[src/design/erv_pkg.sv]
package erv_pkg;

   // Default field widths.
   localparam int COORD_BITS_DEF = 16;
   localparam int ANGLE_BITS_DEF = 16;

   // Sine polynomial coefficients, Q15.
   localparam logic [15:0] SIN_A = 16'd51472;
   localparam logic [15:0] SIN_B = 16'd21024;
   localparam logic [11:0] SIN_C = 12'd2320;

   // 1/sqrt(3) in Q16.
   localparam logic [15:0] INV_SQRT3_Q16 = 16'd37837;

   // Reset value of the height register, about 0.66 in Q12.
   localparam int HEIGHT_RESET = 2703;

   // Sine/cosine width (signed Q15, covers +1.0) and rotation entry width.
   localparam int SIN_W = 18;
   localparam int R_W   = 19;

   // Front pipeline depth: four sine stages and two matrix stages.
   localparam int FRONT_DEPTH = 6;

   // Register indexes.
   localparam logic REG_HEIGHT = 1'b0;

   // Vertex indexes.
   localparam logic [1:0] VTX_TOP         = 2'd0;
   localparam logic [1:0] VTX_LOWER_LEFT  = 2'd1;
   localparam logic [1:0] VTX_LOWER_RIGHT = 2'd2;

   // Rotation matrix: the two columns that multiply the local x and y.
   typedef struct packed {
      logic signed [R_W-1:0] r00;
      logic signed [R_W-1:0] r01;
      logic signed [R_W-1:0] r10;
      logic signed [R_W-1:0] r11;
      logic signed [R_W-1:0] r20;
      logic signed [R_W-1:0] r21;
   } rot_type;

   // Product of two Q15 values back to Q15, rounded half away from zero.
   function automatic logic signed [SIN_W-1:0] round_q15(
      input logic signed [2*SIN_W-1:0] p
   );
      logic signed [2*SIN_W-1:0] bias;
      logic signed [2*SIN_W-1:0] q;
      bias = p[2*SIN_W-1] ? (2*SIN_W)'(16383) : (2*SIN_W)'(16384);
      q = (p + bias) >>> 15;
      return SIN_W'(q);
   endfunction

endpackage

[src/design/erv_sincos.sv]
module erv_sincos
   import erv_pkg::*;
#(
   parameter int ANGLE_BITS = ANGLE_BITS_DEF
) (
   input  logic                    clock,
   input  logic                    en,
   input  logic [ANGLE_BITS-1:0]   angle_in,
   output logic signed [SIN_W-1:0] sin_out,
   output logic signed [SIN_W-1:0] cos_out
);

   // Lane 0 computes the sine, lane 1 the cosine (phase plus a quarter turn).
   logic [31:0] phase;
   logic [1:0]  quad [2];
   logic [15:0] x_raw;
   logic [15:0] xm_in [2];
   logic [31:0] sq [2];
   logic [27:0] cx2 [2];
   logic [31:0] dx [2];
   logic [31:0] ex [2];

   logic [15:0] x1_ff [2], x2a_ff [2], x3_ff [2];
   logic [15:0] sq1_ff [2], sq2_ff [2];
   logic [15:0] t1_ff [2], t_ff [2];
   logic        neg1_ff [2], neg2_ff [2], neg3_ff [2];
   logic signed [SIN_W-1:0] s_ff [2];
   logic [15:0] t1_in [2], t_in [2];
   logic signed [SIN_W-1:0] s_in [2];

   always_comb begin
      phase   = 32'(angle_in) << (32 - ANGLE_BITS);
      quad[0] = phase[31:30];
      quad[1] = phase[31:30] + 2'd1;
      x_raw   = {1'b0, phase[29:15]};
      for (int j = 0; j < 2; j++) begin
         xm_in[j] = quad[j][0] ? 16'(17'd32768 - 17'(x_raw)) : x_raw;
         sq[j]    = xm_in[j] * xm_in[j];
         cx2[j]   = SIN_C * sq1_ff[j];
         t1_in[j] = SIN_B - 16'(cx2[j][27:15]);
         dx[j]    = sq2_ff[j] * t1_ff[j];
         t_in[j]  = SIN_A - 16'(dx[j][31:15]);
         ex[j]    = x3_ff[j] * t_ff[j];
         s_in[j]  = neg3_ff[j] ? -SIN_W'({1'b0, ex[j][31:15]})
                               :  SIN_W'({1'b0, ex[j][31:15]});
      end
   end

   always_ff @(posedge clock) begin
      if (en) begin
         for (int j = 0; j < 2; j++) begin
            x1_ff[j]   <= xm_in[j];
            sq1_ff[j]  <= sq[j][30:15];
            neg1_ff[j] <= quad[j][1];
            x2a_ff[j]  <= x1_ff[j];
            sq2_ff[j]  <= sq1_ff[j];
            t1_ff[j]   <= t1_in[j];
            neg2_ff[j] <= neg1_ff[j];
            x3_ff[j]   <= x2a_ff[j];
            t_ff[j]    <= t_in[j];
            neg3_ff[j] <= neg2_ff[j];
            s_ff[j]    <= s_in[j];
         end
      end
   end

   assign sin_out = s_ff[0];
   assign cos_out = s_ff[1];

endmodule

[config.mk]
export PLATFORM = sky130hd
export DESIGN_NAME = erv_sincos
export DESIGN_NICKNAME = d
export VERILOG_FILES = /design/src/design/erv_pkg.sv /design/src/design/erv_sincos.sv
export SDC_FILE = /design/constraint.sdc
export NUM_CORES = 2
export LEC_CHECK = 0
export ABC_AREA = 1
export BUFFER_PORTS_ARGS = -buffer_cell sky130_fd_sc_hd__buf_2
export CAP_MARGIN = 20
export CORE_MARGIN = 8
export CORE_UTILIZATION = 30
export DETAILED_ROUTE_END_ITERATION = 16
export PLACE_DENSITY = 0.45
export SYNTH_ARGS = -nofsm -noshare
export SYNTH_HDL_FRONTEND = slang
export SYNTH_SLANG_ARGS = --single-unit
export TNS_END_PERCENT = 50
[constraint.sdc]
create_clock -name clock -period 13.15 [get_ports clock]
set_clock_uncertainty 0.15 [all_clocks]
set_input_delay 0.6575 -clock clock [delete_from_list [all_inputs] [get_ports clock]]
set_output_delay 0.6575 -clock clock [all_outputs]
set_load 0.02 [all_outputs]
==> flow_summary.ini <==
[clocking]
clock_path_buffers = 3
insertion_delay_ns = 0.60
cts_resized = 0
clock-sinks = 255
cts_buffers = 35
h-tree-depth = 2
cts.reportedPaths.clkPinSlew_ns = 0.07
root_buffer = clkbuf_16
postCtsSetupRepairBufs = 0
hold_buffers = 0
cts_tree = built

[run]
drv_cap = 0

[drt]
vias_per_cell = 4.47
drt-total-wl_mm = 157
ant_nets = 0
drc_errors = 0
route.detailed.wl_per_inst_um = 15.1
vias = 46655
drt_pass1_iterations = 8
drtIter0Drc = 2497

[placement]
port_buffers = 53
finalWeightedCongestion = 0.835
place_inst = 10364
dp_hpwl_mm = 132

[synth]
synthArstFlopShare = 0
synthSimpleGateAreaFrac = 0.192
synth-adder-area-share = 0.477
synth_ff_type = edfxtp_1
synth-compound-area-share = 0.0371
synth.avg_cell_area_um2 = 7.80
synth-edff-count = 255
yosysUniqueCellTypes = 51
yosys_register_bits = 255
netlist_area_mm2 = 0.0610
synthMuxAreaShare = 0
synth_top_family_by_area = adder cells
yosysWarnings = 0
synth_xor_area_frac = 0.0184
yosysSeqAreaShare = 0.126
syn_inst = 7814

[finish]
area_delta_synth_final_pct = 6.74
finalNonFillerCells = 10428
fillers = 21608
nets = 9474
drive_gt1_frac = 0.0319

[setup_path]
r2r_cells = 23
crit_path_max_fanout = 18
worst_path_max_delay_cell = fa_1
slowest_delay_ns = 0.55
critical_path_class = in -> reg
r2r-start = x3_ff[0][24]$_DFFE_PP_
r2r_setup_slack_ns = 6.09
required_ns = 13.35
cp-start-kind = input port
arrival_ns = 7.99
endpoint_kind = flop
worstReg2RegEnd = s_ff[0][32]$_DFFE_PP_

[timing]
layout_min_cycle_time_ns = 7.80
tightest_slew_ns = 1.00
period_share = 0.593
hold_viol_final = 0
max_freq_mhz = 128
rsz0062_at_grt = no
max-slew-margin-rel = 0.332
setup_violations = 0
drv_slew = 0
fin_tns_setup_ns = 0

[floorplan]
pin_count = 54
coreArea_mm2 = 0.202
initial_core_util = 0.302
rows = 165
die_area_mm2 = 0.218
die_width_um = 467
die_y_um = 467

[global_routing]
grtUsageTotal = 0.146
grt_pass1_vias = 49934
grt_overflow = 0
antenna_found_initial = 7
grt_pass1_wl_mm = 261
grt_max_degree = 74

[min_path]
hold_path.class = reg -> reg
min_from = x2a_ff[0][20]$_DFFE_PP_
hold_depth = 0
hold_end = x3_ff[0][20]$_DFFE_PP_

[status]
status = completed
==> placed cells by master, fill, tap and decap left out, drive strengths merged, types with 7 or more instances in the layout <==
cell type	instances
and2	8
fa	1000
nor2	379
a21o	8
a31oi	10
nand2	2167
buf	67
nor3	62
ha	727
nand3b	21
nand3	215
nand4	38
conb	18
clkbuf	39
xnor2	30
clkinv	16
nor4	8
o21ai	126
a21oi	186
edfxtp	255
o21a	7
inv	2209
xor2	97
o21bai	36
==> logic make-up (layout without fill, tap and decap cells) <==
family,count (synthesis),in the layout
AND/OR/NAND/NOR,2902,2902
buffers and inverters,2415,2336
adder cells (fa/ha/maj),1727,1727
AO/OA/AOI/OAI,386,386
flip-flops,255,255
XOR/XNOR,127,127
other,2,23
==> area by class of cell <==
type	instances	area [um^2]	area share
multi-input combinational	5160	44300	0.680
timing repair buffer	67	380	0.00584
clock inverter	20	220	0.00338
antenna	5	12.5	0.000192
sequential	255	7660	0.118
clock buffer	39	891	0.0137
inverter	2210	8300	0.128
tap	2672	3340	0.0514
==> worst max-delay path: cells and delay by family <==
kind	cells	cell delay [ns]
xor gates and xnor gates	1	0.16
adders and majority gates	8	3.58
and+or+nand+nor	6	0.86
AOI/OAI and AO/OA	7	1.59
buffers and inverters	9	1.12
==> routing by layer <==
metal | GRT usage | share of wire
met5 | 0 | 0.00015
met4 | 0.0282 | 0.017
met3 | 0.0179 | 0.044
met2 | 0.241 | 0.45
met1 | 0.207 | 0.49
==> synthesized netlist by cell type (all sizes together), types with 10 or more instances <==
cell	number	area (um^2)
o21bai	36	274
nand2	2167	8250
nor3	62	325
o21ai	126	747
buf	13	75.1
a31oi	10	62.6
clkbuf	192	721
nor2	379	1510
fa	1000	20000
a21oi	186	961
nand3	215	1120
inv	2204	8280
edfxtp	255	7660
nand4	38	238
ha	727	9100
nand3b	21	158
xor2	97	857
xnor2	30	263
==> worst max path at each step <==
stage                           start  slack, ns                      end  depth (start not counted)
after global placement    angle_in[0]       4.82  sq1_ff[0][25]$_DFFE_PP_                         31
after detailed placement  angle_in[0]       4.78  sq1_ff[0][25]$_DFFE_PP_                         31
after CTS                 angle_in[0]       5.44  sq1_ff[0][25]$_DFFE_PP_                         31
after floorplan           angle_in[0]       5.55  sq1_ff[0][25]$_DFFE_PP_                         32
final                     angle_in[0]       5.35  sq1_ff[0][25]$_DFFE_PP_                         31
after global routing      angle_in[0]       4.96  sq1_ff[0][29]$_DFFE_PP_                         31
==> flip-flops by register name, indices dropped and copies added (netlist names) <==
register  flops
neg1_ff       2
neg2_ff       2
neg3_ff       2
s_ff         36
sq1_ff       32
sq2_ff       32
t1_ff        30
t_ff         32
x1_ff        29
x2a_ff       29
x3_ff        29
==> stage by stage <==
stage / hold WS, ns / worst slack, ns / utilization / instance area, um^2
2_1_floorplan: 0.250 / 5.55 / - / 61000
3_3_place_gp: 0.251 / 4.82 / 0.316 / 64000
3_5_place_dp: 0.256 / 4.78 / 0.316 / 64000
4_1_cts: 0.261 / 5.44 / 0.322 / 65100
5_1_grt: 0.271 / 4.96 / 0.322 / 65100
6_report: 0.266 / 5.35 / 0.322 / 65100
Power is left out: the tool's default activity adds up to more than one toggle a clock period on the data nets, which glitch-free logic cannot reach.
